### config.mk
export PLATFORM = sky130hd
export DESIGN_NAME = btbe_ctrl
export DESIGN_NICKNAME = d
export VERILOG_FILES = /design/src/hdl/btbe_pkg.sv /design/src/hdl/btbe_ctrl.sv
export SDC_FILE = /design/constraint.sdc
export NUM_CORES = 1
export LEC_CHECK = 0
export BUFFER_PORTS_ARGS = -buffer_cell sky130_fd_sc_hd__buf_2
export CELL_PAD_IN_SITES_DETAIL_PLACEMENT = 0
export CELL_PAD_IN_SITES_GLOBAL_PLACEMENT = 1
export CORE_AREA = 3 3 40 42
export CTS_CLUSTER_DIAMETER = 120
export CTS_CLUSTER_SIZE = 16
export DETAILED_ROUTE_END_ITERATION = 8
export DIE_AREA = 0 0 43 45
export PLACE_DENSITY_LB_ADDON = 0.15
export SETUP_SLACK_MARGIN = 0.3
export SYNTH_ARGS = -nofsm -noshare
export SYNTH_HDL_FRONTEND = slang
export SYNTH_SLANG_ARGS = --single-unit
### constraint.sdc
create_clock -name clk -period 2 [get_ports clk]
set_input_delay 0.4 -clock clk [delete_from_list [all_inputs] [get_ports clk]]
set_output_delay 0.4 -clock clk [all_outputs]
set_load 0.01 [all_outputs]
### src/hdl/btbe_pkg.sv
// Package: shared types, constants and opcodes for the three band equalizer.
package btbe_pkg;
  localparam int SampleBitsDef = 24;
  localparam int RegBits = 17;
  localparam int PhaseBits = 18;
  localparam logic [PhaseBits-1:0] PhaseOne = 18'd65536;
  localparam int AddrBits = 5;

  typedef enum logic [4:0] {
    REG_TREBLE = 5'd0,
    REG_MID    = 5'd4,
    REG_BASS   = 5'd8,
    REG_STEP_A = 5'd12,
    REG_STEP_B = 5'd16
  } reg_addr_t;

  typedef enum logic [2:0] {
    ST_IDLE, ST_PHASE, ST_BEZ, ST_MIX, ST_OUT
  } state_t;

  // controller -> datapath
  typedef struct packed {
    logic       load;      // capture input beat, advance phases
    logic       bez_step;  // run one bezier step
    logic [3:0] bez_idx;   // step index
    logic       mix_step;  // run one mix step
    logic [2:0] mix_idx;
    logic       out_load;
  } cmd_t;
endpackage

### src/hdl/btbe_ctrl.sv
// Controller: sequences one sample pair through the shared datapath.
module btbe_ctrl (
  input  logic             clk,
  input  logic             rst_n,
  input  logic             in_tvalid,
  output logic             in_tready,
  input  logic             out_busy,
  output btbe_pkg::cmd_t   cmd
);
  import btbe_pkg::*;
  state_t     state_r, state_nxt;
  logic [3:0] cnt_r, cnt_nxt;

  always_ff @(posedge clk) begin
    if (!rst_n) begin
      state_r <= ST_IDLE;
      cnt_r   <= '0;
    end else begin
      state_r <= state_nxt;
      cnt_r   <= cnt_nxt;
    end
  end

  always_comb begin
    state_nxt = state_r;
    cnt_nxt   = cnt_r;
    case (state_r)
      ST_IDLE: if (in_tvalid) state_nxt = ST_PHASE;
      ST_PHASE: begin
        state_nxt = ST_BEZ;
        cnt_nxt   = '0;
      end
      ST_BEZ: begin
        cnt_nxt = cnt_r + 4'd1;
        if (cnt_r == 4'd15) begin
          state_nxt = ST_MIX;
          cnt_nxt   = '0;
        end
      end
      ST_MIX: begin
        cnt_nxt = cnt_r + 4'd1;
        if (cnt_r == 4'd5) state_nxt = ST_OUT;
      end
      ST_OUT: if (!out_busy) state_nxt = ST_IDLE;
      default: state_nxt = ST_IDLE;
    endcase
  end

  always_comb begin
    in_tready    = (state_r == ST_IDLE);
    cmd.load     = (state_r == ST_IDLE) && in_tvalid;
    cmd.bez_step = (state_r == ST_BEZ);
    cmd.bez_idx  = cnt_r;
    cmd.mix_step = (state_r == ST_MIX);
    cmd.mix_idx  = cnt_r[2:0];
    cmd.out_load = (state_r == ST_OUT) && !out_busy;
  end
endmodule

* Word-level counts from Yosys, hierarchy flattened
Index checks and enable logic that the tools add are counted.
** Storage, ports and cells
- Register bits after elaboration :: 7
- Input port bits :: 4
- Output and inout bits :: 12
- Word-level logic and storage cells :: 26
** Cells by class
- Add/sub/neg operators :: 1
- Equality and inequality tests :: 10
- Muxes and demuxes :: 7
- Reductions and logical operators :: 6
** Operators by type and width (number)
- $pmux 3 s5 :: 1
- $mux 3 :: 4
- $pmux 4 s3 :: 1
- $eq 3x2->1 const B :: 2
- $add 4x1->4 const B :: 1
- $eq 4x3->1 const B :: 1
- $eq 4x4->1 const B :: 1
- $mux 4 :: 1
- $ne 2x1->1 const B :: 2
- $ne 2x2->1 const B :: 2
- $reduce_and 4->1 :: 1
- $eq 3x1->1 const B :: 1
- $eq 3x3->1 const B :: 1
- $logic_not 3->1 :: 1
- $reduce_bool 3->1 :: 1
- $logic_and 1x1->1 :: 2
- $logic_not 1->1 :: 1

* Longest topological paths before layout
Gate-level depths: netlist of run 1.
- Depth in word-level cells :: 3
- Gate-level depth with buffers :: 5
- Gate-level depth less buffers :: 5

* Worst setup path before layout of run 1
No wires, ideal clock.
- Path type :: register to output
- Start :: register state_r[1]
- End :: output cmd[10] in the netlist's numbering
- Data arrival time :: 0.983 ns
- Required time :: 1.600 ns
- Setup slack :: 0.617 ns
- Stages on the path, launching flop included :: 4
- Buffers on the path :: 1
- Cells stage by stage :: dfxtp_1 buf_6 nor3_1 and2_1
** RTL lines
- start, declared :: line btbe_ctrl.sv:11 : state_t state_r, state_nxt;
- start signal, assigned :: line btbe_ctrl.sv:19 : state_r <= state_nxt;
- end, declared :: line btbe_ctrl.sv:8 : output btbe_pkg::cmd_t cmd

==> metrics, run 1 <==
routed vias 375; fin crit share 81.4%; first-pass GRT wire length 1480 microns; Yosys warning total 0; pin count of the biggest net entering global routing 10; met2 wire len 381 microns; final wirelength 854 microns; hold slack 424 ps; Worst Setup SP state_r[2]; NumNets Final 70; number of nets with antenna violations after routing 0; crit end category output port; hpwl dp 649 microns; Layout Utilization 40.0%; hold path depth 2; FF+latch count, synth 7; worst path required time 1600 ps; Slew @ Worst Pin 275 ps; Mapped Cells 48; mean post-synth cell area 8.71 sq um; Pwr per Cell Area 717 nW/um^2; Initial DRC Count 2; # fillers 141; Netlist cell types 29; Reg area 145 sq um; cts bufs inserted 3; clk_skew 10.5 ps; Die Wd 43 microns; max-cap viol count 0; Rows 13; HP Class in2reg; FMAX 614 MHz; htree depth 1; pre-CTS setup slack 565 ps; Worst Hold Launch rst_n; Mapped Area 418 sq um; TritonCTS clock tree yes; R2R cell count 3; relative slew slack 81.6%; Final min period 1630 ps; Seq/Total Area, Yosys 33.5%; share of cells above drive strength 1 38.1%; Hold Path Sink state_r[0]; num ports 16; Antenna diodes 0; flop2flop setup slack 770 ps; Worst Path Max Fanout 9; Slew Limit Fails 0; Synthesized Nets 54; critical path class reg2out; Syn-to-layout area delta 23.1%; worst skew pair latency 260 ps; Root Driver clkbuf_4; met1 WL 401 microns; RSZ-0062 raised after global routing false; final hold vios 0; drt first pass iters 3; Routed WL per cell 10.9 microns; area of the core 1280 sq um; # setup viols final 0; multi-input logic area 238 sq um; Initial Utilization 32.5%; Reg clk slew, reported paths 60 ps; GPL Wtd Cong 0.626; Reg2Reg Launch Point state_r[2]; reg-to-reg critical path endpoint cnt_r[0]; Fin Setup TNS 0 ps; Tot Pwr 369 uW; die outline height 45 microns; IO buf count 15; vias in the first global route 323; final worst-path setup slack 372 ps; Clock Sinks 7; # DRC 0; via/cell ratio 4.81; Top Layer Used met3; Leak 0.000242 uW; GRT overflow 0; CP Data Arrival Time 1230 ps; Total GRT Usage 10.4%; startpoint types flip-flop; Die Area 1940 sq um; worst vdd ir 0.458 mV; met3 wire len 71 microns; post-CTS setup buffers 0; clk buf depth 2; initial antenna violation count 0; status completed
-- metal layers --
metal  vias to the layer above  track usage (%)
met1                       168             13.1
met4                         0             1.81
met5                         -                0
met3                         0             7.57
met2                        10             14.7
li1                        197                -
-- flip-flops by register name, indices dropped and copies added, names as in the netlist --
signal   count
cnt_r        4
state_r      3
-- placed cells by master, fill, tap and decap left out, types with 2 or more instances in the layout --
cell,count
buf_2,15
clkbuf_4,3
dfxtp_1,5
ha_1,2
inv_1,3
nand2_1,3
nand3_1,2
nor2_1,4
nor2b_1,2
o21ai_0,2
-- power breakdown --
group | switching, uW | internal, uW
clock | 53.6 | 76.2
sequential | 15.4 | 149
combinational | 37.8 | 36.6
-- through the flow --
| stage | area (sq um) | instances |
|---|---|---|
| 2_1_floorplan | 418 | 48 |
| 3_3_place_gp | 478 | 74 |
| 3_5_place_dp | 478 | 74 |
| 4_1_cts | 505 | 78 |
| 5_1_grt | 514 | 78 |
| 6_report | 514 | 78 |
-- cells in the mapped netlist (all sizes together) --
cell type  instances  area, sq um
nor2b              2         12.5
a211oi             1         7.51
dfxtp              7          140
a32oi              1         8.76
nand3b             1         7.51
a31oi              1         6.26
o21bai             1         7.51
and3b              1         8.76
o21a               1         7.51
nor3               1         5.00
nand3              2         10.0
o21ai              2         10.0
o22ai              1         6.26
and2               1         6.26
o211ai             1         12.5
nand2              3         11.3
a21oi              1         5.00
inv                3         11.3
xnor2              1         8.76
ha                 2         25.0
nor2               4         15.0
buf                4         33.8
or3                1         6.26
nor3b              1         7.51
o21ba              1         10.0
or3b               2         20.0
a21boi             1         7.51
-- timing repair --
action | 4_1_cts | 5_1_grt
hold buffers | 0 | 0
pin swaps | 0 | 0
endpoints found under the hold margin | 0 | 0
setup endpoints to repair | 1 | 2
gates resized for setup | 1 | 3
-- layout make-up --
cell class                      count  share of cell area [%]
Clock buffer                        4                    5.11
Inverter                            3                    2.19
Multi-Input combinational cell     34                    46.2
Sequential cell                     7                    28.2
Tap cell                           15                    3.65
Timing Repair Buffer               15                    14.6
-- worst max path at each step --
stage | to | slack (ps) | depth (start not counted)
5_1_grt | cmd[9] | 300 | 3
2_1_floorplan | cmd[10] | 620 | 3
4_1_cts | cmd[9] | 370 | 3
6_report | cmd[9] | 370 | 3
3_3_place_gp | cmd[9] | 580 | 3
3_5_place_dp | cmd[9] | 560 | 3
-- logic make-up after synthesis --
kind of cell             count (synthesis)  synth area share, %
AND/OR/NAND/NOR                         19                 26.3
buffers and inverters                    7                 10.8
adder cells (fa/ha/maj)                  2                 5.99
flip-flops                               7                 33.5
XOR/XNOR                                 1                 2.10
AO/OA/AOI/OAI                           12                 21.3
-- critical path, cell delays in order (launching register included) --
cell     delay [ps]
dfxtp_1         380
or3b_4          420
inv_1            60
buf_2           120
(Power assumes the default switching activity.)
==> run 2, diff against run 1 <==
--- a/config.mk
+++ b/config.mk
@@ -8,11 +8,11 @@
 export BUFFER_PORTS_ARGS = -buffer_cell sky130_fd_sc_hd__buf_2
 export CELL_PAD_IN_SITES_DETAIL_PLACEMENT = 0
 export CELL_PAD_IN_SITES_GLOBAL_PLACEMENT = 1
-export CORE_AREA = 3 3 40 42
+export CORE_MARGIN = 3
+export CORE_UTILIZATION = 32
 export CTS_CLUSTER_DIAMETER = 120
 export CTS_CLUSTER_SIZE = 16
 export DETAILED_ROUTE_END_ITERATION = 8
-export DIE_AREA = 0 0 43 45
 export PLACE_DENSITY_LB_ADDON = 0.15
 export SETUP_SLACK_MARGIN = 0.3
 export SYNTH_ARGS = -nofsm -noshare
==> constraint.sdc (replaced) <==
create_clock -name clk -period 1.7 [get_ports clk]
set_input_delay 0.34 -clock clk [delete_from_list [all_inputs] [get_ports clk]]
set_output_delay 0.34 -clock clk [all_outputs]
set_load 0.01 [all_outputs]
==> run 2 against run 1 <==
Against the previous run: power increased by 22%; clock-buffer cell count shrank 1; highest routed layer unchanged; die area is 8.3% lower; largest cell class unchanged.
==> metrics, run 2 (synthesis gave the netlist of run 1 again) <==
post-route design area 614 sq um (was 514 sq um); first-pass GRT wire length 1690 microns (was 1480 microns); pre-CTS setup slack 312 ps (was 565 ps); critical-path cell list or3b_4 > inv_2 > buf_6 (was or3b_4 > inv_1 > buf_2); P_sw 134 uW (was 107 uW); final worst-path setup slack 205 ps (was 372 ps); Post-DP Area 477 sq um (was 478 sq um); Worst Setup SP state_r[1] (was state_r[2]); initial antenna violation count 0 (unchanged); R2R cell count 5 (was 3); max reg flops 4 (unchanged); Comb pwr share 25.0% (was 20.2%); commonest non-fill, non-tap cell in the layout buf_2 (unchanged); worst skew pair latency 250 ps (was 260 ps); Clock Sinks 7 (unchanged); status completed (unchanged); worst vdd ir 0.490 mV (was 0.458 mV); crit end category output port (unchanged); num ports 16 (unchanged); Antenna diodes 0 (unchanged); slowest stage delay, CP 380 ps (was 420 ps); number of nets with antenna violations after routing 0 (unchanged); cts bufs inserted 3 (unchanged); critical path class reg2out (unchanged); Root Driver clkbuf_4 (unchanged); multi-input logic area 250 sq um (was 238 sq um); Slew Limit Fails 0 (unchanged); clk buf depth 2 (unchanged); GRT overflow 0 (unchanged); clk_skew 7.26 ps (was 10.5 ps); crit path to cmd[9] (unchanged); Reg2Reg Launch Point state_r[1] (was state_r[2]); Critical Path Stages 3 (unchanged); hpwl dp 660 microns (was 649 microns); worst path required time 1360 ps (was 1600 ps); clock share of power 33.4% (was 35.2%); Syn-to-layout area delta 47.0% (was 23.1%); share of cells above drive strength 1 52.8% (was 38.1%); Reg area 151 sq um (was 145 sq um); Total GRT Usage 12.4% (was 10.4%); Biggest register cnt_r (unchanged); Post-CTS Hold Buffers 0 (unchanged); Cell Int Power 317 uW (was 262 uW); via/cell ratio 4.59 (was 4.81); HP Class in2reg (unchanged); routed vias 395 (was 375); drt first pass iters 2 (was 3); pin count of the biggest net entering global routing 9 (was 10); startpoint types flip-flop (unchanged); # fillers 123 (was 141); Slew @ Worst Pin 255 ps (was 275 ps); commonest non-fill, non-tap cells in the layout buf_2 (14), buf_4 (7), dfxtp_1 (4) (was buf_2 (15), dfxtp_1 (5), nor2_1 (4)); Pwr per Cell Area 735 nW/um^2 (was 717 nW/um^2); TritonCTS clock tree yes (unchanged); RSZ-0062 raised after global routing true (was false); share of power burned in registers 41.6% (was 44.6%); reg-to-reg critical path endpoint cnt_r[0] (unchanged); final wirelength 995 microns (was 854 microns); FMAX 669 MHz; Initial Utilization 35.7% (was 32.5%); max-cap viol count 0 (unchanged); CP max-delay cell or3b_4 (unchanged); WP buf/inv 2 (unchanged); Rows 12 (was 13); NumNets Final 79 (was 70); Die Wd 42.1 microns (was 43 microns); final hold vios 0 (unchanged); htree depth 1 (unchanged); Initial DRC Count 1 (was 2); CP Data Arrival Time 1150 ps (was 1230 ps); GPL Wtd Cong 0.662 (was 0.626); fin crit share 87.9%; Worst Path Max Fanout 4 (was 9); Fin Setup TNS 0 ps (unchanged); Final min period 1490 ps; Net Sw Frac 29.7% (was 29.0%); # setup viols final 0 (unchanged); Routed WL per cell 11.6 microns (was 10.9 microns); Die Area 1780 sq um (was 1940 sq um); area of the core 1170 sq um (was 1280 sq um); IO buf count 15 (unchanged); Leak 0.000294 uW (was 0.000242 uW); flop2flop setup slack 340 ps (was 770 ps); Regs by FF count cnt_r: 4 flops, state_r: 3 flops (unchanged); Worst path top cell family by delay simple AND/OR/NAND/NOR gates (unchanged); hold slack 353 ps (was 424 ps); die outline height 42.1 microns (was 45 microns); Reg clk slew, reported paths 60 ps (about the same); relative slew slack 82.9% (was 81.6%); vias in the first global route 388 (was 323); # DRC 0 (unchanged)
==> run 2: worst min path at each step <==
stage	startpoint	to	slack (ps)	cells past startpoint
floorplan	rst_n	state_r[1]	460	2
global placement	cnt_r[3]	cnt_r[3]	510	2
detailed placement	cnt_r[3]	cnt_r[3]	510	2
CTS	rst_n	state_r[1]	340	3
global route	rst_n	state_r[1]	350	3
finish	rst_n	state_r[1]	350	3
==> run 2: final cells by class <==
cell class                 count  area share, %
multi-input combinational     34           40.7
sequential                     7           24.6
inverter                       3           1.83
clock inverter                 1          0.815
tap                           14           2.85
timing repair buffer          24           25.5
clock buffer                   3           3.67
==> run 2: worst reg2reg max path, cell delays in order, from the launching register on <==
cell and delay [ps]:
dfxtp_4 360, buf_4 130, buf_4 140, or3b_1 400, o211ai_2 130, nor2_1 80
==> run 2: layer usage <==
metal	vias up	routed length [microns]	track usage, %
li1	214	-	-
met1	172	475	14.4
met2	9	470	20.7
met3	0	48	5.15
met4	0	0	3.73
met5	-	0	0
==> run 2: power groups by stage <==
stage	clock network [uW]	registers (uW)	logic [uW]
2_1_floorplan	0	194	67.3
3_3_place_gp	0	196	87.7
3_5_place_dp	0	196	86.7
4_1_cts	157	187	105
5_1_grt	170	190	124
6_report	151	188	113
==> run 2: repair_timing <==
item / CTS / global route
setup endpoints to repair: 4 / 6
resized for setup: 10 / 4
buffers inserted: 8 / 1
pin swaps: 0 / 1
==> run 2: metrics by stage <==
step / total power, uW / instances / utilization, %
floorplan: 261 / 48 / -
global placement: 283 / 73 / 40.7
detailed placement: 283 / 73 / 40.7
CTS: 450 / 85 / 50.2
global route: 484 / 86 / 52.5
finish: 451 / 86 / 52.5
==> run 3, diff against run 2 <==
--- a/config.mk
+++ b/config.mk
@@ -5,7 +5,7 @@
 export SDC_FILE = /design/constraint.sdc
 export NUM_CORES = 1
 export LEC_CHECK = 0
-export BUFFER_PORTS_ARGS = -buffer_cell sky130_fd_sc_hd__buf_2
+export BUFFER_PORTS_ARGS = -buffer_cell sky130_fd_sc_hd__buf_4
 export CELL_PAD_IN_SITES_DETAIL_PLACEMENT = 0
 export CELL_PAD_IN_SITES_GLOBAL_PLACEMENT = 1
 export CORE_MARGIN = 3
==> run 3 against run 2 <==
Against the previous run: clock-buffer cell count grew 1; sequential share of layout area decreased by 2.0 points; flip-flop and latch count stayed put; first-iteration DRC count grew to 8.0 times the previous value; power up 3.5%; sequential power rose by 2%; die area unchanged; clock skew down 2.3 ps; wire length grew 12%; largest cell class unchanged.
==> metrics, run 3 (synthesis gave the netlist of run 1 again) <==
status completed (unchanged); Root Driver clkbuf_4 (unchanged); final wirelength 1110 microns (was 995 microns); GPL Wtd Cong 0.687 (was 0.662); Reg area 151 sq um (unchanged); Total GRT Usage 13.8% (was 12.4%); clk buf depth 2 (unchanged); Inst Count DP 73 (unchanged); pre-CTS setup slack 322 ps (was 312 ps); worst path required time 1360 ps (about the same); # DRC 0 (unchanged); Biggest register cnt_r (unchanged); Slew Limit Fails 0 (unchanged); Pwr per Cell Area 698 nW/um^2 (was 735 nW/um^2); share of cells above drive strength 1 53.3% (was 52.8%); final worst-path setup slack 208 ps (was 205 ps); commonest non-fill, non-tap cells in the layout buf_4 (23), dfxtp_1 (4), buf_6 (4) (was buf_2 (14), buf_4 (7), dfxtp_1 (4)); clk_skew 4.96 ps (was 7.26 ps); area of the core 1170 sq um (unchanged); R2R cell count 5 (unchanged); initial antenna violation count 0 (unchanged); Rows 12 (unchanged); CP Data Arrival Time 1150 ps (about the same); htree depth 1 (unchanged); slowest stage delay, CP 400 ps (was 380 ps); # setup viols final 0 (unchanged); worst vdd ir 0.458 mV (was 0.490 mV); flop2flop setup slack 340 ps (about the same); hpwl dp 660 microns (about the same); RSZ-0062 raised after global routing true (unchanged); crit end category output port (unchanged); multi-input logic area 245 sq um (was 250 sq um); Syn-to-layout area delta 60.2% (was 47.0%); Routed WL per cell 12.5 microns (was 11.6 microns); final hold vios 0 (unchanged); NumNets Final 82 (was 79); Leak 0.000310 uW (was 0.000294 uW); worst skew pair latency 250 ps (about the same); Reg2Reg Launch Point state_r[2] (was state_r[1]); Clock Sinks 7 (unchanged); startpoint types flip-flop (unchanged); drt first pass iters 4 (was 2); GRT overflow 0 (unchanged); Final min period 1490 ps (about the same); first-pass GRT wire length 1840 microns (was 1690 microns); CP max-delay cell or3b_4 (unchanged); Reg clk slew, reported paths 50 ps (was 60 ps); commonest non-fill, non-tap cell in the layout buf_4 (was buf_2); Worst Hold Launch rst_n (unchanged); Slew @ Worst Pin 247 ps (was 255 ps); routed vias 426 (was 395); number of nets with antenna violations after routing 0 (unchanged); pin count of the biggest net entering global routing 9 (unchanged); Fin Setup TNS 0 ps (unchanged); cts bufs inserted 3 (unchanged); Post-Layout Cell Count 89 (was 86); # fillers 116 (was 123); HP Class in2reg (unchanged); IO buf count 15 (unchanged); Hold Path Sink state_r[1] (unchanged); hold slack 343 ps (was 353 ps); max-cap viol count 0 (unchanged); Die Wd 42.1 microns (unchanged); Initial DRC Count 8 (was 1); Worst Path Max Fanout 5 (was 4); die outline height 42.1 microns (unchanged); Die Area 1780 sq um (unchanged); num ports 16 (unchanged); critical path class reg2out (unchanged); FMAX 670 MHz (was 669 MHz); critical-path cell list or3b_4 > inv_2 > buf_6 (unchanged); max reg flops 4 (unchanged); Initial Utilization 35.7% (unchanged); Antenna diodes 0 (unchanged); relative slew slack 83.5% (was 82.9%); reg-to-reg critical path endpoint cnt_r[3] (was cnt_r[0]); TritonCTS clock tree yes (unchanged); via/cell ratio 4.79 (was 4.59); fin crit share 87.7% (was 87.9%); Regs by FF count cnt_r: 4 flops, state_r: 3 flops (unchanged); vias in the first global route 410 (was 388); hold path depth 3 (unchanged)
==> run 3: cell type report <==
class	instances	area share, %
Clock buffer	4	3.93
Tap cell	14	2.62
Timing Repair Buffer	27	32.5
Inverter	3	1.68
Sequential cell	7	22.6
Multi-Input combinational cell	34	36.6
==> run 3: worst max-delay path: cells and delay by family, from the launching register on <==
| kind | cells | cell delay (ps) |
|---|---|---|
| and+or+nand+nor | 1 | 400 |
| DFF | 1 | 360 |
| buffers and inverters | 2 | 150 |
==> run 3: worst max-delay path by stage <==
stage	from	endpoint	slack, ps	cells after the start
after floorplan	state_r[1]	cmd[10]	380	3
after global routing	state_r[0]	cmd[10]	150	3
after global placement	state_r[1]	cmd[9]	340	3
after detailed placement	state_r[1]	cmd[9]	320	3
after CTS	state_r[2]	cmd[9]	210	3
final	state_r[2]	cmd[9]	210	3
==> run 3: timing repair <==
action | 4_1_cts | 5_1_grt
gates resized for setup | 14 | 1
pin swaps | 2 | 3
setup endpoints to repair | 5 | 4
hold buffers | 0 | 0
buffers inserted | 9 | 3
==> run 3: per-layer routing <==
| metal | routed length [microns] | GRT usage [%] | vias to the layer above |
|---|---|---|---|
| li1 | - | - | 221 |
| met1 | 472 | 15.0 | 197 |
| met2 | 577 | 24.1 | 8 |
| met3 | 60 | 6.44 | 0 |
| met4 | 0 | 3.73 | 0 |
| met5 | 0 | 0 | - |
==> run 3: through the flow <==
| stage | total power (uW) | util [%] | area, sq um |
|---|---|---|---|
| 2_1_floorplan | 261 | - | 418 |
| 3_3_place_gp | 297 | 43.9 | 514 |
| 3_5_place_dp | 297 | 43.9 | 514 |
| 4_1_cts | 470 | 54.9 | 643 |
| 5_1_grt | 503 | 57.2 | 669 |
| 6_report | 467 | 57.2 | 669 |
==> run 3: where the power goes <==
part	switching [uW]	internal [uW]	leakage (uW)
clock network	58.4	89.4	0.0000150
registers	18.3	173	0.0000593
logic	54.0	73.5	0.000235
